<file path="src/rtl/hashed_key_event_census_unit_macros.svh">
// Assertion helpers for the census unit RTL, used by the table sequencer.
`ifndef HASHED_KEY_EVENT_CENSUS_UNIT_MACROS_SVH
`define HASHED_KEY_EVENT_CENSUS_UNIT_MACROS_SVH

// Checked at every rising edge outside of reset.
`define HKEC_ASSERT(name, clk, rst, prop) \
   name: assert property (@(posedge clk) disable iff (rst) (prop)) \
      else $error("hkec assertion failed");

// Checked at every rising edge, reset included.
`define HKEC_ASSERT_ALWAYS(name, clk, prop) \
   name: assert property (@(posedge clk) (prop)) \
      else $error("hkec assertion failed");

`endif

</file>
<file path="src/rtl/hkec_pkg.sv">
`default_nettype none
package hkec_pkg;
   // SLOTS must be a power of two no larger than the report index range.
   localparam int SLOTS = 512;
   localparam int IDX_W = $clog2(SLOTS);
   localparam int KEY_W = 64;
   localparam int CNT_W = 64;
   localparam int SLOT_W = 9;
   localparam logic [63:0] FIB_MULT = 64'd11400714819323198485;

   localparam logic OP_RECORD = 1'b0;
   localparam logic OP_REPORT = 1'b1;

   typedef struct packed {
      logic              opcode;
      logic [KEY_W-1:0]  key;
      logic              head;
      logic [SLOT_W-1:0] slot;
      logic [IDX_W-1:0]  home;
   } cmd_type;

   typedef struct packed {
      logic             used;
      logic [KEY_W-1:0] key;
      logic [CNT_W-1:0] head;
      logic [CNT_W-1:0] body;
   } entry_type;

   typedef enum logic [1:0] {
      ST_CLEAR,
      ST_IDLE,
      ST_PROBE
   } back_state_type;
endpackage
`default_nettype wire

</file>
<file path="src/rtl/hkec_fifo.sv">
`default_nettype none
module hkec_fifo (
   input  wire                clock,
   input  wire                reset,
   input  wire                wr_en,
   input  hkec_pkg::cmd_type  wr_data,
   output logic               wr_full,
   input  wire                rd_en,
   output hkec_pkg::cmd_type  rd_data,
   output logic               rd_empty
);
   hkec_pkg::cmd_type buf_ff [2];
   logic       wp_ff, wp_in, rp_ff, rp_in;
   logic [1:0] cnt_ff, cnt_in;
   logic       do_wr, do_rd;

   assign wr_full  = (cnt_ff == 2'd2);
   assign rd_empty = (cnt_ff == 2'd0);
   assign rd_data  = buf_ff[rp_ff];
   assign do_wr    = wr_en && !wr_full;
   assign do_rd    = rd_en && !rd_empty;

   always_comb begin
      wp_in  = wp_ff ^ do_wr;
      rp_in  = rp_ff ^ do_rd;
      cnt_in = cnt_ff + {1'b0, do_wr} - {1'b0, do_rd};
   end

   always_ff @(posedge clock) begin
      if (reset) begin
         wp_ff  <= 1'b0;
         rp_ff  <= 1'b0;
         cnt_ff <= 2'd0;
      end else begin
         wp_ff  <= wp_in;
         rp_ff  <= rp_in;
         cnt_ff <= cnt_in;
      end
      if (do_wr) begin
         buf_ff[wp_ff] <= wr_data;
      end
   end
endmodule
`default_nettype wire

</file>
<file path="config.mk">
export PLATFORM = sky130hd
export DESIGN_NAME = hkec_fifo
export DESIGN_NICKNAME = d
export VERILOG_FILES = /design/src/rtl/hashed_key_event_census_unit_macros.svh /design/src/rtl/hkec_pkg.sv /design/src/rtl/hkec_fifo.sv
export SDC_FILE = /design/constraint.sdc
export NUM_CORES = 1
export LEC_CHECK = 0
export BUFFER_PORTS_ARGS = -buffer_cell sky130_fd_sc_hd__buf_4
export CAP_MARGIN = 20
export CELL_PAD_IN_SITES_DETAIL_PLACEMENT = 0
export CELL_PAD_IN_SITES_GLOBAL_PLACEMENT = 1
export CORE_MARGIN = 3
export CORE_UTILIZATION = 40
export DETAILED_ROUTE_END_ITERATION = 10
export PLACE_DENSITY_LB_ADDON = 0.1
export SYNTH_ARGS = -nofsm -noshare
export SYNTH_HDL_FRONTEND = slang
export SYNTH_SLANG_ARGS = --single-unit
</file>
<file path="constraint.sdc">
create_clock -name clock -period 3.3 [get_ports clock]
set_clock_uncertainty 0.2 [all_clocks]
set_input_delay 0.165 -clock clock [delete_from_list [all_inputs] [get_ports clock]]
set_output_delay 0.165 -clock clock [all_outputs]
set_load 0.01 [all_outputs]
</file>
Word-level counts from Yosys, hierarchy flattened
Memory sizes are Yosys's and may differ from the RTL's. A register that Yosys moved wholly into a read port is not among the register bits.
Cells that the tools add are included.
{ "totals": {"ff_bits": 4, "latchBits": 0, "mem_bits_rw": 168, "rom_bits": 0, "input_bits": 88, "output_inout_bits": 86, "wordCells": 17, "mem_count": 1} }
{ "mem_list": {"columns": ["memory", "words", "width", "read_ports", "rd_ports_with_merged_regs", "wr", "line_no", "source"], "rows": [
  ["buf_ff", 2, 84, 1, 1, 1, "hkec_fifo.sv:12", "hkec_pkg::cmd_type buf_ff [2];"]
]} }
{ "op_classes": {"addsub": 2, "n_mul": 0, "div": 0, "n_lt_le_gt_ge": 0, "eq_ne": 1, "shifts": 0, "muxes": 3, "bitwise": 2, "n_reduce_logical": 5} }
{ "op_table": {"columns": ["cell", "count"], "rows": [
  ["1-bit two-way mux", 3],
  ["2-bit by 1-bit adder with 2-bit output", 1],
  ["2-bit == test, second input constant", 1],
  ["1-bit logical AND", 2],
  ["1-bit logical NOT", 2],
  ["2-bit logical NOT", 1],
  ["2-bit by 1-bit subtractor with 2-bit output", 1],
  ["1-bit XOR", 2]
]} }

Longest topological paths before layout
Gate-level depths: netlist (run 1).
{ "logic_depth": {"depth_word": 5, "ltp_mapped": 7, "depth_no_buf": 7} }

Worst setup path before layout (run 1)
Ideal clock, no wire load.
{ "synth_timing": {"path_kind": "register to register", "start": "reg cnt_ff[0]", "end": "mem buf_ff[1][0] (netlist bit), enable pin", "setup_ps": 452, "arrival_ps": 2634, "t_required_ps": 2648, "setup_slack_ps": 13, "path_stages_with_launch": 4, "n_path_buf": 0, "synth_period_minus_slack_ps": 3287, "path_cell_list": "dfxtp_1 > nand2b_1 > and2_1 > ha_1"} }
{ "synth_between": {"elab_chain_len": 5} }
{ "synth_rtl": {"columns": ["element", "line_no", "source"], "rows": [
  ["start: declaration", "hkec_fifo.sv:14", "logic [1:0] cnt_ff, cnt_in;"],
  ["start signal: assignment", "hkec_fifo.sv:37", "cnt_ff <= cnt_in;"],
  ["2-bit == test", "hkec_fifo.sv:17", "assign wr_full = (cnt_ff == 2'd2);"],
  ["1-bit logical NOT", "hkec_fifo.sv:20", "assign do_wr = wr_en && !wr_full;"],
  ["1-bit logical AND", "hkec_fifo.sv:20", null],
  ["1-bit two-way mux", "hkec_fifo.sv:39", "if (do_wr) begin"],
  ["1-bit two-way mux (not written as such)", "hkec_fifo.sv:40", "buf_ff[wp_ff] <= wr_data;"],
  ["end: declaration", "hkec_fifo.sv:12", null]
]} }
Every way passes these cells.

==> results of run 1 <==
-- power breakdown --
group	switching, W	total (W)	internal, W
clock	0.000767	0.00218	0.00142
combinational	0.000753	0.00175	0.000995
sequential	0.000123	0.00289	0.00277
total	0.00164	0.00682	0.00518
-- cells in the final DEF, fill, tap and decap left out, types with 2 or more instances in the layout --
| master | count |
|---|---|
| clkinv_1 | 2 |
| dlygate4sd3_1 | 86 |
| dfxtp_1 | 3 |
| inv_1 | 3 |
| clkbuf_16 | 17 |
| buf_12 | 3 |
| ha_1 | 2 |
| mux2_2 | 45 |
| edfxtp_1 | 168 |
| mux2_4 | 40 |
| buf_4 | 177 |
| clkinv_4 | 3 |
| clkbuf_1 | 3 |
| ha_4 | 2 |
| nor2b_1 | 2 |
| nor2_1 | 3 |
| bufinv_16 | 6 |
-- cells by family (layout without fill, tap and decap cells) --
group           count (synthesis)  in the layout
mux                            85             85
flops                         172            172
simple gates                    9              9
compound gates                  1              1
buf+inv                        13            301
fa+ha+maj                       4              4
xor+xnor                        1              1
-- layout make-up --
cell class / count / area, µm² / share of cell area (%)
Clock buffer: 20 / 437 / 4.56
Clock inverter: 12 / 219 / 2.29
Inverter: 3 / 11.3 / 0.118
Multi-Input combinational cell: 100 / 1260 / 13.2
Sequential cell: 172 / 5130 / 53.6
Tap cell: 211 / 264 / 2.76
Timing Repair Buffer: 266 / 2250 / 23.5
-- registers in the layout (all words and copies together), names as in the netlist --
register  count
buf_ff      168
cnt_ff        2
rp_ff         1
wp_ff         1
-- timing repair --
| item | 4_1_cts | 5_1_grt |
|---|---|---|
| setup endpoints to repair | 0 | 0 |
| endpoints found under the hold margin | 172 | 0 |
| hold buffers | 86 | 0 |
| gates resized for setup | 0 | 0 |
-- tightest hold or removal path, cell delays in order --
cell,delay (ns)
buf_4,0.08
and2_1,0.21
ha_4,0.15
nor2_1,0.03
-- worst min path at each step --
stage | startpoint | endpoint | slack [ns] | depth (start not counted)
4_1_cts | wr_en | wp_ff | 0.05 | 4
5_1_grt | wr_en | wp_ff | 0.06 | 4
6_report | wr_en | wp_ff | 0.07 | 4
3_5_place_dp | wr_data[34] | buf_ff[0][34] | 0.15 | 1
3_3_place_gp | wr_data[6] | buf_ff[0][6] | 0.15 | 1
2_1_floorplan | reset | wp_ff | 0.03 | 1
-- through the flow --
step	setup WS, ns	area (µm²)
6_report	0.897	9570
4_1_cts	0.843	9570
5_1_grt	0.791	9570
3_5_place_dp	1.21	8050
3_3_place_gp	1.23	8050
2_1_floorplan	0.0134	6460
-- routing by layer --
layer | vias up | track usage [%] | share of wire, %
met2 | 115 | 25.1 | 51
met5 | - | 0 | 0
met3 | 18 | 4.65 | 5.4
li1 | 1674 | - | -
met4 | 0 | 6.00 | 2.1
met1 | 1696 | 16.9 | 42
==> key figures, run 1 <==
Status
  • Status: finished, final reports clean

STA
  • Final setup violation count: 0
  • Max Slew Vio Count: 0
  • Min Hold Slack: 0.0718 ns
  • Achievable Freq: 416 MHz
  • Final hold viol count: 0
  • Slew headroom: 63.4%
  • Setup TNS: 0 ns
  • Tmin final: 2.40 ns
  • Measured slew at the worst slew-check pin: 0.550 ns
  • RSZ-0062 raised after global routing: no
  • Final period util: 72.8%

Worst setup path
  • Crit Path Category: reg -> out
  • Crit path from: rp_ff
  • Worst EP required: 2.93 ns
  • Crit-path max cell delay: 0.70 ns
  • R2R Setup Slk: 1.23 ns
  • CP max FO: 31
  • Worst path cell trace: buf_4 -> mux2_2 -> buf_4
  • Top cell by count, worst path: buf_4
  • Reg-to-reg endpoint: buf_ff[1][64]
  • Arrival time worst endpoint: 2.04 ns
  • WP depth: 3
  • Crit start category: register
  • Critical path capture point: rd_data[4]
  • Slowest CP cell: dfxtp_4
  • R2R cell count: 4
  • R2r startpoint: cnt_ff[0]
  • Top delay family on crit path: flip-flops
  • Crit path capture type: output pin
  • Buf/Inv on CP: 2

Detailed routing
  • Routed Wire Length: 12600 µm
  • Initial DRC Count: 140
  • Wire per inst: 16.1 µm
  • DRC errors left: 0
  • Via density per instance: 4.47
  • Vias: 3503
  • DR pass1 iterations: 4
  • Antenna viol nets, final: 0

Yosys
  • Post-synthesis mux area share: 17.1%
  • Share of the synthesized area in the top cell type: 78.0%
  • Ys Warns: 0
  • Synth Area in Adders: 0.774%
  • Post-synth ARST share: 0%
  • Largest family of logic cells by synthesized area: multiplexers
  • Compound-gate portion of the synthesized area: 0.116%
  • XOR/XNOR Fraction of Synth Area: 0.348%
  • Gate Count Post-Synth: 285
  • Simple-gate portion of the synthesized area: 0.716%
  • Sequential share of the synthesized area: 79.3%
  • Unique masters post-synth: 17
  • EDFF count, synth: 168
  • Post-synth top area cell: edfxtp_1
  • Cell with the most instances after synthesis: edfxtp_1
  • Synth Flop Type: edfxtp_1
  • Synthesized Nets: 377
  • Synth top area cells: edfxtp_1 78%, mux2_4 9.3%, mux2_2 7.8%, dfxtp_1 1.2%, ha_1 0.77%
  • Flop and latch count out of synthesis: 172
  • Synthesized area per cell: 22.7 µm²
  • Cell Area, Synth: 6460 µm²
  • Post-synth top cells: 168 x edfxtp_1, 45 x mux2_2, 40 x mux2_4

Power
  • Power Total: 0.00682 W
  • Power per cell area: 713 nW/µm²
  • P_leak: 3.69 nW
  • VDD IR-drop max: 373 µV

Global route
  • Antenna violations before repair: 0
  • GRT Residual Overflow: 0
  • Largest net degree at the start of global routing: 42
  • Vias in the first global route: 3909
  • GR Util All Layers: 14.6%
  • First-pass GRT wire length: 19700 µm

Placement
  • HPWL after detailed placement: 8190 µm
  • Number of port buffers: 173
  • DP Cell Count: 666
  • Routability cong.: 0.701

Floorplanning
  • Die Span X: 133 µm
  • Ports: 174
  • Core Area: 15500 µm²
  • Die height: 133 µm
  • Row cnt: 45
  • Die area: 17700 µm²
  • Starting density of the core: 41.8%

Clocking
  • CTS tree: done
  • Root Driver: clkbuf_16
  • Bufs on Longest Clock Path: 2
  • Worst-path clk slew: 0.06 ns
  • Number of buffers added for setup after CTS: 0
  • H-tree levels: 4
  • CTS Buf Count: 17
  • Clock insertion delay at the later pin of the skew report: 0.41 ns
  • Clk sinks: 172

Final layout
  • Final nets: 652
  • Share of cells above drive strength 1: 51.7%
  • Final Non-Filler Cells: 784
  • Area Overhead vs Synth: 48.0%
  • Filler instances: 1135
  • Ant. Diodes: 0
  • Fin util: 61.8%

Worst hold path
  • Worst min path class: in -> reg

Run
  • Reported max-cap violation count: 0
(Power assumes the default switching activity.)
==> inputs of run 2 (changes only) <==
==> constraint.sdc (replaced) <==
create_clock -name clock -period 1.97 [get_ports clock]
set_clock_uncertainty 0.2 [all_clocks]
set_input_delay 0.0985 -clock clock [delete_from_list [all_inputs] [get_ports clock]]
set_output_delay 0.0985 -clock clock [all_outputs]
set_load 0.01 [all_outputs]
==> key figures, run 2 (same netlist as run 1, synthesis figures left out) <==
Placement
  • Number of port buffers: 173 (unchanged)
  • Routability cong.: 0.690 (-1.6%)
  • DP Cell Count: 670 (+0.60%)
  • HPWL after detailed placement: 7970 µm (-2.8%)

Clocking
  • Root Driver: clkbuf_16
  • Worst-path clk slew: 0.06 ns (about the same)
  • Clk sinks: 172 (unchanged)
  • Bufs on Longest Clock Path: 2 (unchanged)
  • CTS tree: done
  • Clock insertion delay at the later pin of the skew report: 0.41 ns (about the same)
  • H-tree levels: 4 (unchanged)
  • CTS Buf Count: 17 (unchanged)

STA
  • Achievable Freq: 526 MHz
  • Measured slew at the worst slew-check pin: 0.314 ns (-0.235 ns)
  • Max Slew Vio Count: 0 (unchanged)
  • Final hold viol count: 0 (unchanged)
  • Slew headroom: 79.1% (+16 points)
  • Tmin final: 1.90 ns
  • Final period util: 96.5%
  • RSZ-0062 raised after global routing: no
  • Final setup violation count: 0 (unchanged)

Global route
  • GR Util All Layers: 14.6% (+0.049 points)
  • Antenna violations before repair: 0 (unchanged)
  • Largest net degree at the start of global routing: 34 (-19%)
  • First-pass GRT wire length: 19900 µm (+1.3%)
  • Vias in the first global route: 3925 (+0.41%)
  • GRT Residual Overflow: 0 (unchanged)

Worst setup path
  • CP max FO: 21 (-32%)
  • Worst EP required: 1.67 ns (-1.26 ns)
  • Crit path capture type: output pin
  • Crit Path Category: reg -> out
  • R2R cell count: 5 (+1)
  • Slowest CP cell: dfxtp_4
  • Arrival time worst endpoint: 1.60 ns (-0.44 ns)
  • Worst path cell trace: buf_12 -> mux2_2 -> buf_4
  • Crit-path max cell delay: 0.46 ns (-0.24 ns)
  • Crit start category: register

Final layout
  • Commonest non-fill, non-tap cell in the layout: buf_4
  • Most flop-heavy register: buf_ff
  • Most frequent cells in the layout: 176 x buf_4, 168 x edfxtp_1, 87 x dlygate4sd3_1
  • Top flop regs: buf_ff: 168 flops, cnt_ff: 2 flops
  • Largest register FFs: 168 (unchanged)
  • Final Non-Filler Cells: 790 (+0.77%)
  • Fin util: 62.5% (+0.74 points)
  • Final nets: 658 (+0.92%)
  • Area Overhead vs Synth: 49.8%
  • Ant. Diodes: 0 (unchanged)
  • Share of cells above drive strength 1: 52.5% (+0.85 points)

Detailed routing
  • DR pass1 iterations: 4 (unchanged)
  • Initial DRC Count: 201 (+44%)
  • Wire per inst: 15.9 µm (-1.5%)
  • Via density per instance: 4.48 (+0.32%)
  • Antenna viol nets, final: 0 (unchanged)
  • DRC errors left: 0 (unchanged)
  • Vias: 3541 (+1.1%)
  • Routed Wire Length: 12500 µm (-0.78%)

Power
  • P_leak: 3.74 nW (+1.3%)
  • Internal power: 0.00866 W (+67%)
  • Gate power share: 27.1% (+1.5 points)
  • Switching power: 0.00283 W (+72%)
  • Power per cell area: 1190 nW/µm² (+66%)
  • Flop pwr share: 41.6% (-0.8 points)
  • Clk pwr share: 31.3% (-0.7 points)
  • VDD IR-drop max: 717 µV (+92%)
  • Sw Share: 24.6% (+0.58 points)

Floorplanning
  • Die area: 17700 µm² (unchanged)
  • Core Area: 15500 µm² (unchanged)
  • Row cnt: 45 (unchanged)
  • Ports: 174 (unchanged)
  • Die height: 133 µm (unchanged)
  • Starting density of the core: 41.8% (unchanged)
  • Die Span X: 133 µm (unchanged)

Worst hold path
  • Worst min path class: in -> reg
  • Hold Path Depth: 5 (+1)

Run
  • Reported max-cap violation count: 0 (unchanged)

Status
  • Status: finished, final reports clean
==> run 2: routing by layer <==
metal / vias to the layer above / wire length, µm / GRT usage [%] / part of all wire, %
li1: 1690 / - / - / -
met1: 1725 / 5110 / 17.0 / 41
met2: 110 / 6440 / 24.9 / 51
met3: 16 / 799 / 5.59 / 6.4
met4: 0 / 201 / 5.03 / 1.6
met5: - / 0 / 0 / 0
==> run 2: worst max-delay path, delay by kind of cell (launching register included) <==
kind	cells	cell delay (ns)
mux	1	0.36
flops	1	0.46
buf+inv	2	0.35
==> run 2: worst paths after layout <==
check	slack, ns	end	from
setup / recovery	0.07	rd_data[21]	rp_ff
hold / removal	0.06	cnt_ff[1]	wr_en
setup reg to reg	0.08	wp_ff	cnt_ff[0]
hold reg to reg	0.45	cnt_ff[0]	cnt_ff[0]
==> run 2: power groups by stage <==
stage | sequential, W | clock, W | combinational [W]
after CTS | 0.00479 | 0.00370 | 0.00318
final | 0.00478 | 0.00360 | 0.00312
after global routing | 0.00483 | 0.00387 | 0.00334
after detailed placement | 0.00490 | 0 | 0.00296
after floorplan | 0.00482 | 0 | 0.00167
after global placement | 0.00488 | 0 | 0.00295
==> run 2: final cells by class <==
class	instances	area [µm²]
Tap cell	211	264
Multi-Input combinational cell	100	1260
Clock buffer	17	425
Inverter	3	11.3
Fill cell	1139	5800
Sequential cell	172	5130
Timing Repair Buffer	272	2370
Clock inverter	15	221
==> run 2: per-stage QoR <==
stage	hold slack [ns]	setup WS (ns)	TNS, ns	cell area [µm²]	total power, W
2_1_floorplan	-0.0348	-0.426	-71.62	6470	0.00649
3_3_place_gp	0.0835	0.187	0	8140	0.00782
3_5_place_dp	0.0861	0.138	0	8140	0.00786
4_1_cts	0.0449	0.0254	0	9680	0.0117
5_1_grt	0.101	0.00225	0	9680	0.0120
6_report	0.0638	0.0685	0	9680	0.0115
==> run 2: repair_timing <==
| item | 4_1_cts | 5_1_grt |
|---|---|---|
| buffers inserted | 1 | 0 |
| gates resized for setup | 0 | 0 |
| endpoints found under the hold margin | 172 | 0 |
| endpoints found under the setup margin | 71 | 0 |
| hold buffers | 87 | 0 |
