==> config.mk <==
export PLATFORM = sky130hd
export DESIGN_NAME = hkec_front
export DESIGN_NICKNAME = d
export VERILOG_FILES = /design/src/rtl/hashed_key_event_census_unit_macros.svh /design/src/rtl/hkec_pkg.sv /design/src/rtl/hkec_front.sv
export SDC_FILE = /design/constraint.sdc
export NUM_CORES = 1
export LEC_CHECK = 0
export ABC_AREA = 1
export BUFFER_PORTS_ARGS = -buffer_cell sky130_fd_sc_hd__buf_2
export CAP_MARGIN = 25
export CELL_PAD_IN_SITES_DETAIL_PLACEMENT = 1
export CELL_PAD_IN_SITES_GLOBAL_PLACEMENT = 2
export CORE_ASPECT_RATIO = 1.75
export CORE_UTILIZATION = 37
export DETAILED_ROUTE_END_ITERATION = 7
export HOLD_SLACK_MARGIN = 0.02
export PLACE_DENSITY_LB_ADDON = 0.1
export SLEW_MARGIN = 20
export SYNTH_ARGS = -nofsm -noshare
export SYNTH_HDL_FRONTEND = slang
export SYNTH_SLANG_ARGS = --single-unit
==> constraint.sdc <==
create_clock -name clock -period 6.1 [get_ports clock]
set_input_delay 0.305 -clock clock [delete_from_list [all_inputs] [get_ports clock]]
set_output_delay 0.305 -clock clock [all_outputs]
set_load 0.03 [all_outputs]
==> src/rtl/hashed_key_event_census_unit_macros.svh <==
// Assertion helpers for the census unit RTL, used by the table sequencer.
`ifndef HASHED_KEY_EVENT_CENSUS_UNIT_MACROS_SVH
`define HASHED_KEY_EVENT_CENSUS_UNIT_MACROS_SVH

// Checked at every rising edge outside of reset.
`define HKEC_ASSERT(name, clk, rst, prop) \
   name: assert property (@(posedge clk) disable iff (rst) (prop)) \
      else $error("hkec assertion failed");

// Checked at every rising edge, reset included.
`define HKEC_ASSERT_ALWAYS(name, clk, prop) \
   name: assert property (@(posedge clk) (prop)) \
      else $error("hkec assertion failed");

`endif

==> src/rtl/hkec_pkg.sv <==
`default_nettype none
package hkec_pkg;
   // SLOTS must be a power of two no larger than the report index range.
   localparam int SLOTS = 512;
   localparam int IDX_W = $clog2(SLOTS);
   localparam int KEY_W = 64;
   localparam int CNT_W = 64;
   localparam int SLOT_W = 9;
   localparam logic [63:0] FIB_MULT = 64'd11400714819323198485;

   localparam logic OP_RECORD = 1'b0;
   localparam logic OP_REPORT = 1'b1;

   typedef struct packed {
      logic              opcode;
      logic [KEY_W-1:0]  key;
      logic              head;
      logic [SLOT_W-1:0] slot;
      logic [IDX_W-1:0]  home;
   } cmd_type;

   typedef struct packed {
      logic             used;
      logic [KEY_W-1:0] key;
      logic [CNT_W-1:0] head;
      logic [CNT_W-1:0] body;
   } entry_type;

   typedef enum logic [1:0] {
      ST_CLEAR,
      ST_IDLE,
      ST_PROBE
   } back_state_type;
endpackage
`default_nettype wire

==> src/rtl/hkec_front.sv <==
`default_nettype none
module hkec_front (
   input  wire                           clock,
   input  wire                           reset,
   input  wire                           hold,
   input  wire                           push,
   output logic                          full,
   input  wire                           req_opcode,
   input  wire  [hkec_pkg::KEY_W-1:0]    req_lookup_key,
   input  wire                           req_count_head,
   input  wire  [hkec_pkg::SLOT_W-1:0]   req_report_slot,
   output logic                          q_push,
   output hkec_pkg::cmd_type             q_data,
   input  wire                           q_full
);
   localparam int W = hkec_pkg::IDX_W;

   logic                 s1_v_ff, s1_v_in, s2_v_ff, s2_v_in;
   hkec_pkg::cmd_type    s1_cmd_ff, s1_cmd_in, s2_cmd_ff, s2_cmd_in;
   logic [W-1:0]         s1_lo_ff, s1_lo_in, s1_x_ff, s1_x_in;
   logic [63:0]          lo_prod;
   logic                 advance, s1_load, accept;

   assign advance = !s2_v_ff || !q_full;
   assign s1_load = advance || !s1_v_ff;
   assign full    = hold || !s1_load;
   assign accept  = push && !full;
   assign q_push  = s2_v_ff && !q_full;
   assign q_data  = s2_cmd_ff;

   // Only product bits up to the top of the slot index matter, so the high
   // key and constant halves contribute through narrow cross terms.
   always_comb begin
      lo_prod = {32'd0, req_lookup_key[31:0]} * {32'd0, hkec_pkg::FIB_MULT[31:0]};
      s1_lo_in = lo_prod[32 +: W];
      s1_x_in = W'(req_lookup_key[32 +: W] * hkec_pkg::FIB_MULT[W-1:0])
              + W'(req_lookup_key[W-1:0] * hkec_pkg::FIB_MULT[32 +: W]);
      s1_cmd_in.opcode = req_opcode;
      s1_cmd_in.key    = req_lookup_key;
      s1_cmd_in.head   = req_count_head;
      s1_cmd_in.slot   = req_report_slot;
      s1_cmd_in.home   = '0;
      s1_v_in = s1_load ? accept : s1_v_ff;
      s2_v_in = advance ? s1_v_ff : s2_v_ff;
      s2_cmd_in = s1_cmd_ff;
      s2_cmd_in.home = s1_lo_ff + s1_x_ff;
   end

   always_ff @(posedge clock) begin
      if (reset) begin
         s1_v_ff <= 1'b0;
         s2_v_ff <= 1'b0;
      end else begin
         s1_v_ff <= s1_v_in;
         s2_v_ff <= s2_v_in;
      end
      if (s1_load) begin
         s1_cmd_ff <= s1_cmd_in;
         s1_lo_ff  <= s1_lo_in;
         s1_x_ff   <= s1_x_in;
      end
      if (advance) begin
         s2_cmd_ff <= s2_cmd_in;
      end
   end
endmodule
`default_nettype wire

# Yosys cells after proc, flatten, opt, wreduce, memory -nomap -nowiden
# Index checks and enable logic that the tools add are counted.
[totals] reg_bits=179 latchBits=0 ramBits=0 romBits=0 in_bits=80 out_inout_bits=86 wordCells=28 memories=0
[classes] add_sub_neg=2 n_mul=3 div=0 magnitude_cmp=0 n_eq_ne=0 n_shift=0 n_mux=0 bitwise=0 reduce_logical=10
[ops] operator="multiplier 32 x 31 -> 41 bit, second input constant" n=1
[ops] operator="adder 9 bit" n=2
[ops] operator="multiplier 9 x 5 -> 9 bit, second input constant" n=1
[ops] operator="multiplier 9 x 8 -> 9 bit, second input constant" n=1
[ops] operator="zero test 1 bit" n=5
[ops] operator="logical OR 1 bit" n=3
[ops] operator="logical AND 1 bit" n=2

# Longest topological paths before layout
# Gate-level depths: netlist of the first run.
[logic_depth] ltp_word=7 depth_mapped=28 depth_no_buf=28

# Worst setup path before layout of the first run
# No wires, ideal clock.
[synth_timing] path_kind="input port to flip-flop" startpoint="input port req_lookup_key[0] (netlist name)" endpoint="register s1_lo_ff[8], data pin" setup_ns=0.252 arrival_ns=5.470 t_required_ns=5.848 setup_slack_ns=0.378 path_stages=22 path_buffers=0 cell_sequence="fa_1 > inv_1 > fa_1 > inv_1 > fa_1 > fa_1 > fa_1 > fa_1 > fa_1 > inv_1 > fa_1 > inv_1 > ha_1 > nand2_1 > nor2_1 > nand2_1 > nor2_1 > nand3_1 > nand3_1 > inv_1 > nand3_1 > nand2_1"
[synth_between] elab_chain_cells=1
[synth_lines] item="start: declaration" line="hkec_front.sv:9" rtl="input wire [hkec_pkg::KEY_W-1:0] req_lookup_key,"
[synth_lines] item="multiplier 32 x 31 -> 41 bit" line="hkec_front.sv:34" rtl="lo_prod = {32'd0, req_lookup_key[31:0]} * {32'd0, hkec_pkg::FIB_MULT[31:0]};"
[synth_lines] item="via lo_prod[40]" line="hkec_front.sv:21" rtl="logic [63:0] lo_prod;"
[synth_lines] item="end signal: assignment" line="hkec_front.sv:59" rtl="s1_lo_ff <= s1_lo_in;"
[synth_lines] item="end: declaration" line="hkec_front.sv:20" rtl="logic [W-1:0] s1_lo_ff, s1_lo_in, s1_x_ff, s1_x_in;"
# The timed path passes the listed nets, and every way through them passes these cells.
# A chain may end at the register's enable or synchronous reset.

# Worst setup path after layout of the first run
[layout_timing] startpoint="input port req_lookup_key[4] (netlist name)" endpoint="register s1_lo_ff[5], data pin"
# The elaborated chain is that of the path after synthesis.

==> run summary, run 1 <==
Layout area overhead: 21.01%
fmax: 0.1701 GHz
Least-Margin Pin Slew: 0.9098 ns
dpl hpwl: 55.56 mm
first-pass GRT wire length: 92.12 mm
sequential share of the synthesized area: 0.2832
RSZ-0062 raised after global routing: true
std cell rows: 109
fin crit share: 0.9639
All-Layer GR Usage: 0.2508
worst hold stages: 1
register area: 5355 sq um
status: finished clean
vias per cell: 4.627
Avg Inst Size Synth: 10.90 sq um
GPL Wtd Cong: 0.9041
Worst Hold Class: in2reg
gr ovfl total: 0
crit path max fanout: 7
DR WL/cell: 22.07 um
Max Clock Skew: 0.01838 ns
hold_sp: req_lookup_key[38]
drt total wl: 61.83 mm
Finished Cell Area: 22880 sq um
Syn Nets: 2393
Arr. time, crit path: 6.11 ns
Clock Path Buffers: 2
CTS sink cnt: 179
initial cell density of the core: 0.3748
DR DRC count: 0
Critical Path Source: req_lookup_key[4]
gate count after technology mapping: 1735
vias: 12959
post-route minimum period: 5.880 ns
Num CTS Buffers: 17
# diodes: 0
Port Buffers: 165
length in cells of the worst reg-to-reg path: 11
Antenna Nets Post-Route: 0
Startpoint Class: input pin
CTS clk-pin slew, worst paths: 0.08 ns
CTS tree: built
vias in the first global route: 14884
clk_lat worst skew: 0.47 ns
Mapped Area: 18910 sq um
Die X: 172.9 um
Root Buffer: clkbuf_16
area occupied by multi-input gates: 11560 sq um
Yosys cell types: 28
Die ar.: 52060 sq um
initial DRC count: 428
Initial DRT Pass Iterations: 4
Hold EP: s1_cmd_ff[57]
worst setup path category: in2reg
max-cap violations: 0
Reg2Reg Launch Point: s1_lo_ff[0]
post-synthesis register bit count: 179
count of final hold-check violations: 0
final-report setup violation count: 0
core area: 50460 sq um
commonest cells after routing, fill and taps aside: 547 x inv_1, 289 x ha_1, 286 x fa_1
# fillers: 5599
initial antenna violation count: 0
worst flop-to-flop path endpoint: q_data[8]
synth warn: 0
Ports: 166
WP data required: 6.33 ns
Critical Path End Type: flop
most common cell after layout, fill and taps aside: inv_1
Slew Limit Headroom: 0.3935
reg2reg setup slack: 3.96 ns
Die Span Y: 301.1 um
H-tree depth: 4
placed cell area: 21840 sq um
Final Max Tran Viols: 0
layout cells sized above 1: 0.1808
Final nets: 2780
largest net degree at the start of global routing: 65
[state kept, by name, summed over array words and instances, names as in the netlist]
| name | cells |
|---|---|
| q_data | 84 |
| s1_lo_ff | 9 |
| s2_v_ff | 1 |
| s1_cmd_ff | 75 |
| s1_v_ff | 1 |
| s1_x_ff | 9 |
[timing repair]
action                                 CTS  global route
hold buffers                            37             0
endpoints found under the hold margin   38             0
setup buffers                            0             1
setup endpoints to repair                1             6
pin swaps                                0             2
gates resized for setup                  1            10
[through the flow]
step / hold WS [ns] / utilization / setup slack (ns) / std cells / setup TNS [ns]
6_report: 0.07834 / 0.4535 / 0.2199 / 2801 / 0
2_1_floorplan: 0.3741 / - / 0.3778 / 1735 / 0
4_1_cts: 0.03710 / 0.4525 / 0.04357 / 2800 / 0
3_3_place_gp: 0.4004 / 0.4329 / -0.4777 / 2731 / -3.244
5_1_grt: 0.05453 / 0.4535 / -0.02455 / 2801 / -0.03592
3_5_place_dp: 0.4052 / 0.4329 / -0.5591 / 2731 / -3.757
[worst max path at each step]
stage             endpoint  slack (ns)
6_report       s1_lo_ff[5]        0.22
3_5_place_dp   s1_lo_ff[5]       -0.56
2_1_floorplan  s1_lo_ff[8]        0.38
4_1_cts        s1_lo_ff[5]        0.04
3_3_place_gp   s1_lo_ff[5]       -0.48
5_1_grt        s1_lo_ff[7]       -0.02
[layout make-up]
cell class	count	area share
multi-input cells	1009	0.5052
flip-flops and latches	179	0.2340
repair buffers	368	0.1076
inverters	547	0.08972
well taps	666	0.03641
clock buffers	18	0.01875
clock inverters	14	0.008256
[cells by family (layout without fill, tap and decap cells)]
group,count (synthesis),in the layout,share of synthesized area
AND/OR/NAND/NOR,308,308,0.06914
AO/OA/AOI/OAI,89,89,0.02666
XOR/XNOR,34,34,0.01575
flip-flops,179,179,0.2832
adder cells (fa/ha/maj),578,578,0.4967
buffers and inverters,547,947,0.1086
[routing by layer]
| layer | track usage | vias up | part of all wire |
|---|---|---|---|
| met3 | 0.02635 | 64 | 0.020 |
| met5 | 0 | - | 0 |
| met4 | 0.08154 | 0 | 0.028 |
| li1 | - | 6099 | - |
| met1 | 0.2423 | 6568 | 0.33 |
| met2 | 0.5349 | 228 | 0.62 |
[Yosys cell counts (all sizes together)]
| master | n | area [sq um] |
|---|---|---|
| edfxtp | 177 | 5315 |
| ha | 290 | 3628 |
| nor2 | 53 | 206.5 |
| dfxtp | 2 | 40.04 |
| nand2 | 194 | 735.7 |
| a21oi | 41 | 205.2 |
| nand4 | 7 | 43.79 |
| fa | 288 | 5766 |
| a21boi | 6 | 45.04 |
| xnor2 | 15 | 131.4 |
| a31oi | 5 | 31.28 |
| o21ai | 25 | 132.6 |
| nand3b | 2 | 15.01 |
| o21bai | 6 | 45.04 |
| nor4 | 4 | 46.29 |
| inv | 547 | 2053 |
| a21o | 5 | 37.54 |
| a211oi | 1 | 7.510 |
| nor3 | 9 | 65.06 |
| nand3 | 39 | 195.2 |
| xor2 | 19 | 166.4 |
[critical path, stage by stage]
cell and delay [ns]:
clkbuf_4 0.22, inv_1 0.09, fa_1 0.51, fa_1 0.51, inv_1 0.07, fa_1 0.49
fa_1 0.64, fa_1 0.49, fa_1 0.47, fa_1 0.51, fa_1 0.41, ha_1 0.35
a21oi_2 0.19, o21ai_0 0.15, a21oi_1 0.15, o21ai_0 0.16, a21oi_2 0.19, nand3_1 0.09
nand2_1 0.06, nand2_1 0.05
Power of run 1 is not shown: default switching activity piles up to over one toggle a cycle in this logic, so the estimate is an artifact.
==> inputs of run 2 (changes only) <==
--- a/config.mk
+++ b/config.mk
@@ -7,12 +7,13 @@
 export LEC_CHECK = 0
 export ABC_AREA = 1
 export BUFFER_PORTS_ARGS = -buffer_cell sky130_fd_sc_hd__buf_2
-export CAP_MARGIN = 25
+export CAP_MARGIN = 20
 export CELL_PAD_IN_SITES_DETAIL_PLACEMENT = 1
 export CELL_PAD_IN_SITES_GLOBAL_PLACEMENT = 2
 export CORE_ASPECT_RATIO = 1.75
 export CORE_UTILIZATION = 37
 export DETAILED_ROUTE_END_ITERATION = 7
+export GPL_TIMING_DRIVEN = 0
 export HOLD_SLACK_MARGIN = 0.02
 export PLACE_DENSITY_LB_ADDON = 0.1
 export SLEW_MARGIN = 20
==> run 2 against run 1 <==
  * Core utilization decreased by 1.0 points
  * Routed wire length decreased by 6.3%
  * Critical path depth increased by 1
  * Clock skew decreased by 0.0040 ns
  * Sequential share of layout area increased by 0.54 points
  * Worst setup slack got worse by 0.055 ns
  * Flip-flop and latch count unchanged
==> run summary, run 2 (synthesis gave the netlist of run 1 again) <==
max FFs per register: 84 (unchanged)
largest net degree at the start of global routing: 55 (was 65)
final-report setup violation count: 0 (unchanged)
Final Max Tran Viols: 0 (unchanged)
Antenna Nets Post-Route: 0 (unchanged)
initial cell density of the core: 0.3748 (unchanged)
Ports: 166 (unchanged)
Worst Hold Class: in2reg (unchanged)
CTS clk-pin slew, worst paths: 0.07 ns (was 0.08 ns)
Initial DRT Pass Iterations: 4 (unchanged)
Least-Margin Pin Slew: 0.5762 ns (was 0.9098 ns)
slowest cell on the critical path: fa_2 (was fa_1)
drt total wl: 57.96 mm (was 61.83 mm)
GPL Wtd Cong: 0.9083 (was 0.9041)
Max Clock Skew: 0.01435 ns (was 0.01838 ns)
first-pass GRT wire length: 86.64 mm (was 92.12 mm)
layout cells sized above 1: 0.1605 (was 0.1808)
worst setup path category: in2reg (unchanged)
fin cells: 2654 (was 2801)
gr ovfl total: 0 (unchanged)
Num CTS Buffers: 17 (unchanged)
count of final hold-check violations: 0 (unchanged)
Final nets: 2633 (was 2780)
CTS tree: built (unchanged)
Slew Limit Headroom: 0.6146 (was 0.3935)
Startpoint Class: input pin (unchanged)
most common cell after layout, fill and taps aside: inv_1 (unchanged)
Critical Path End Type: flop (unchanged)
Root Buffer: clkbuf_16 (unchanged)
initial antenna violation count: 0 (unchanged)
Die Span Y: 301.1 um (unchanged)
Die X: 172.9 um (unchanged)
critical path cell sequence: buf_6, inv_1, fa_2, inv_1, fa_1, fa_1, fa_2, fa_2, fa_1, fa_1, fa_1, ha_1, a21o_1, nand3_1, nand2_1, nand2_1, nand2_1, a21oi_1, nand3_1, nand2_1, nand2_1 (was clkbuf_4, inv_1, fa_1, fa_1, inv_1, fa_1, fa_1, fa_1, fa_1, fa_1, fa_1, ha_1, a21oi_2, o21ai_0, a21oi_1, o21ai_0, a21oi_2, nand3_1, nand2_1, nand2_1)
# fillers: 5595 (was 5599)
Hold Slack: 0.04924 ns (was 0.07834 ns)
final worst setup slack: 0.1651 ns (was 0.2199 ns)
hold_sp: req_lookup_key[40] (was req_lookup_key[38])
reg2reg setup slack: 3.95 ns (was 3.96 ns)
fmax: 0.1685 GHz (was 0.1701 GHz)
crit path max fanout: 11 (was 7)
CTS sink cnt: 179 (unchanged)
DR DRC count: 0 (unchanged)
commonest cells after routing, fill and taps aside: 536 x inv_1, 272 x ha_1, 262 x fa_1 (was 547 x inv_1, 289 x ha_1, 286 x fa_1)
Port Buffers: 165 (unchanged)
post-route minimum period: 5.935 ns (was 5.880 ns)
# diodes: 0 (unchanged)
Layout area overhead: 18.26% (was 21.01%)
fin crit share: 0.9729 (was 0.9639)
max-cap violations: 0 (unchanged)
setup TNS: 0 ns (unchanged)
WP data required: 6.30 ns (was 6.33 ns)
H-tree depth: 4 (unchanged)
vias: 12472 (was 12959)
clk_lat worst skew: 0.47 ns (about the same)
initial DRC count: 314 (was 428)
Arr. time, crit path: 6.14 ns (was 6.11 ns)
post-place setup slack: -1.094 ns (was -0.5591 ns)
core area: 50460 sq um (unchanged)
DR WL/cell: 21.84 um (was 22.07 um)
Critical Path Source: req_lookup_key[1] (was req_lookup_key[4])
Reg2Reg Launch Point: s1_lo_ff[0] (unchanged)
All-Layer GR Usage: 0.2334 (was 0.2508)
Die ar.: 52060 sq um (unchanged)
status: finished clean (unchanged)
max incr delay on CP: 0.61 ns (was 0.64 ns)
vias per cell: 4.699 (was 4.627)
vias in the first global route: 14256 (was 14884)
placed insts: 2569 (was 2731)
std cell rows: 109 (unchanged)
dpl hpwl: 49.68 mm (was 55.56 mm)
Clock Path Buffers: 2 (unchanged)
[run 2: cell count changes in the layout (fill, tap and decap cells not counted), moves of 8 or more]
cell / before / now
nand2_2: 3 / 11
inv_1: 547 / 536
ha_4: 1 / 16
fa_2: 2 / 26
fa_1: 286 / 262
buf_2: 162 / 146
buf_4: 165 / 20
nor2_1: 50 / 42
nand2_1: 190 / 180
ha_1: 289 / 272
[run 2: metrics by stage]
stage	cell area (sq um)	util
2_1_floorplan	18910	-
6_report	22370	0.4432
3_3_place_gp	20570	0.4077
3_5_place_dp	20670	0.4095
4_1_cts	21860	0.4331
5_1_grt	22370	0.4432
[run 2: worst max-delay path, delay by kind of cell]
family | cells | cell delay (ns)
adders and majority gates | 9 | 4.43
and+or+nand+nor | 7 | 0.56
AOI/OAI and AO/OA | 2 | 0.46
buffers and inverters | 3 | 0.39
[run 2: final timing paths]
| path | to | depth (start not counted) |
|---|---|---|
| min | s1_cmd_ff[59] | 1 |
| max | s1_lo_ff[6] | 21 |
| max reg2reg | q_data[8] | 11 |
| min reg2reg | q_data[22] | 0 |
[run 2: cell type report]
| cell class | instances | area [sq um] | area share |
|---|---|---|---|
| Sequential cell | 179 | 5355 | 0.2394 |
| Multi-Input combinational cell | 1009 | 11940 | 0.5340 |
| Clock buffer | 17 | 425.4 | 0.01902 |
| Timing Repair Buffer | 221 | 1539 | 0.06881 |
| Tap cell | 666 | 833.3 | 0.03726 |
| Clock inverter | 15 | 200.2 | 0.008951 |
| Inverter | 547 | 2069 | 0.09253 |
[run 2: what timing repair did]
item / CTS / global route
endpoints found under the setup margin: 9 / 9
pin swaps: 5 / 23
endpoints found under the hold margin: 37 / 1
buffers inserted: 3 / 13
hold buffers: 36 / 1
resized for setup: 58 / 91
[run 2: metal layers]
| metal | vias to the layer above | part of all wire | GRT usage |
|---|---|---|---|
| li1 | 5818 | - | - |
| met1 | 6366 | 0.34 | 0.2325 |
| met2 | 218 | 0.58 | 0.4724 |
| met3 | 70 | 0.021 | 0.02345 |
| met4 | 0 | 0.055 | 0.1153 |
| met5 | - | 0 | 0 |
Power of run 2 is left out for the same reason.
==> inputs of run 3 (changes only) <==
--- a/config.mk
+++ b/config.mk
@@ -10,7 +10,7 @@
 export CAP_MARGIN = 20
 export CELL_PAD_IN_SITES_DETAIL_PLACEMENT = 1
 export CELL_PAD_IN_SITES_GLOBAL_PLACEMENT = 2
-export CORE_ASPECT_RATIO = 1.75
+export CORE_ASPECT_RATIO = 1.2
 export CORE_UTILIZATION = 37
 export DETAILED_ROUTE_END_ITERATION = 7
 export GPL_TIMING_DRIVEN = 0
==> run 3 against run 2 <==
  * Cell count is 0.53% lower
  * Sequential share of layout area is essentially flat
  * Non-clock buffer count up 8
  * Largest cell class unchanged
==> run summary, run 3 (synthesis gave the netlist of run 1 again) <==
status: finished clean (unchanged)
Startpoint Class: input pin (unchanged)
dpl hpwl: 46.02 mm (was 49.68 mm)
Crit. path cell count: 20 (was 21)
DR DRC count: 0 (unchanged)
initial cell density of the core: 0.3757 (was 0.3748)
CTS sink cnt: 179 (unchanged)
largest net degree at the start of global routing: 55 (unchanged)
Die Span Y: 249.7 um (was 301.1 um)
All-Layer GR Usage: 0.2186 (was 0.2334)
max incr delay on CP: 0.58 ns (was 0.61 ns)
Layout area overhead: 18.37% (was 18.26%)
area occupied by multi-input gates: 11940 sq um (about the same)
DR WL/cell: 20.39 um (was 21.84 um)
first-pass GRT wire length: 81.71 mm (was 86.64 mm)
Finished Cell Area: 22390 sq um (was 22370 sq um)
Least-Margin Pin Slew: 0.5494 ns (was 0.5762 ns)
critical path cell sequence: buf_6, clkinvlp_4, buf_4, fa_1, inv_1, fa_1, fa_1, fa_1, fa_1, fa_1, fa_1, ha_1, ha_4, nand2_1, nor2_4, nand2_2, nor4_4, nand4_1, nand4_1, nand2_2 (was buf_6, inv_1, fa_2, inv_1, fa_1, fa_1, fa_2, fa_2, fa_1, fa_1, fa_1, ha_1, a21o_1, nand3_1, nand2_1, nand2_1, nand2_1, a21oi_1, nand3_1, nand2_1, nand2_1)
vias per cell: 4.656 (was 4.699)
Root Buffer: clkbuf_16 (unchanged)
vias in the first global route: 13735 (was 14256)
count of final hold-check violations: 0 (unchanged)
final-report setup violation count: 0 (unchanged)
Clock Path Buffers: 2 (unchanged)
WP data required: 6.33 ns (was 6.30 ns)
drt total wl: 53.82 mm (was 57.96 mm)
H-tree depth: 4 (unchanged)
Antenna Nets Post-Route: 0 (unchanged)
commonest cells after routing, fill and taps aside: 532 x inv_1, 276 x ha_1, 275 x fa_1 (was 536 x inv_1, 272 x ha_1, 262 x fa_1)
Initial DRT Pass Iterations: 4 (unchanged)
clk_lat worst skew: 0.49 ns (was 0.47 ns)
fmax: 0.1667 GHz (was 0.1685 GHz)
vias: 12293 (was 12472)
placed cell area: 20630 sq um (was 20670 sq um)
most common cell after layout, fill and taps aside: inv_1 (unchanged)
Num CTS Buffers: 17 (unchanged)
std cell rows: 90 (was 109)
GPL Wtd Cong: 0.8920 (was 0.9083)
fin crit share: 0.9832 (was 0.9729)
Buf/Inv on CP: 4 (was 3)
Final Max Tran Viols: 0 (unchanged)
initial DRC count: 301 (was 314)
crit path max fanout: 7 (was 11)
max FFs per register: 84 (unchanged)
CP top delay family: adder cells (unchanged)
Critical Path End Type: flop (unchanged)
post-route minimum period: 5.998 ns (was 5.935 ns)
core area: 50340 sq um (was 50460 sq um)
Die ar.: 52030 sq um (was 52060 sq um)
gr ovfl total: 0 (unchanged)
length in cells of the worst reg-to-reg path: 11 (unchanged)
slowest cell on the critical path: fa_1 (was fa_2)
Die X: 208.4 um (was 172.9 um)
Ports: 166 (unchanged)
worst setup path category: in2reg (unchanged)
Final nets: 2641 (was 2633)
initial antenna violation count: 0 (unchanged)
worst hold stages: 1 (unchanged)
CTS clk-pin slew, worst paths: 0.08 ns (was 0.07 ns)
register area: 5355 sq um (unchanged)
max-cap violations: 0 (unchanged)
CP most frequent cell: fa_1
Port Buffers: 165 (unchanged)
Slew Limit Headroom: 0.6334 (was 0.6146)
# diodes: 0 (unchanged)
Arr. time, crit path: 6.23 ns (was 6.14 ns)
layout cells sized above 1: 0.1628 (was 0.1605)
# fillers: 5458 (was 5595)
Max Clock Skew: 0.01119 ns (was 0.01435 ns)
CTS tree: built (unchanged)
Worst Hold Class: in2reg (unchanged)
run 3: cell count changes in the layout (fill, tap and decap cells not counted), sizes merged:
| cell | before | now |
|---|---|---|
| buf | 181 | 189 |
| clkbuf | 20 | 17 |
| dlygate4sd3 | 37 | 40 |
| clkinv | 7 | 5 |
| clkinvlp | 4 | 6 |
run 3: stage by stage:
step           hold slack [ns]  setup TNS, ns  instances  worst slack [ns]  utilization
6_report               0.06736              0       2640            0.1022       0.4447
2_1_floorplan           0.3741              0       1735            0.3778            -
3_5_place_dp            0.4052         -6.579       2547           -0.9743       0.4099
3_3_place_gp            0.4002         -6.212       2544           -0.9413       0.4081
4_1_cts                0.03483              0       2621          0.003399       0.4328
5_1_grt                0.04041        -0.1015       2640          -0.05206       0.4447
run 3: cell type report:
| type | count | area share |
|---|---|---|
| Clock buffer | 17 | 0.01900 |
| Clock inverter | 15 | 0.009502 |
| Inverter | 547 | 0.09273 |
| Multi-Input combinational cell | 1009 | 0.5333 |
| Sequential cell | 179 | 0.2392 |
| Tap cell | 644 | 0.03600 |
| Timing Repair Buffer | 229 | 0.07026 |
run 3: metal layers:
layer,up-vias,part of all wire,GRT usage
met5,-,0,0
met4,0,0.039,0.09926
met3,60,0.018,0.02303
met2,175,0.53,0.3980
met1,6220,0.41,0.2575
li1,5838,-,-
run 3: what timing repair did:
action / CTS / global route
hold buffers: 40 / 0
gates resized for setup: 38 / 112
endpoints found under the hold margin: 41 / 0
buffers inserted: 2 / 19
pin swaps: 2 / 39
setup endpoints to repair: 9 / 9
run 3: final timing paths:
path | from | endpoint | slack (ns)
min | req_lookup_key[8] | s1_cmd_ff[27] | 0.07
min reg2reg | s1_cmd_ff[28] | q_data[28] | 0.42
max | req_lookup_key[7] | s1_lo_ff[5] | 0.10
max reg2reg | s1_lo_ff[0] | q_data[8] | 4.05
Power of run 3 is left out for the same reason.
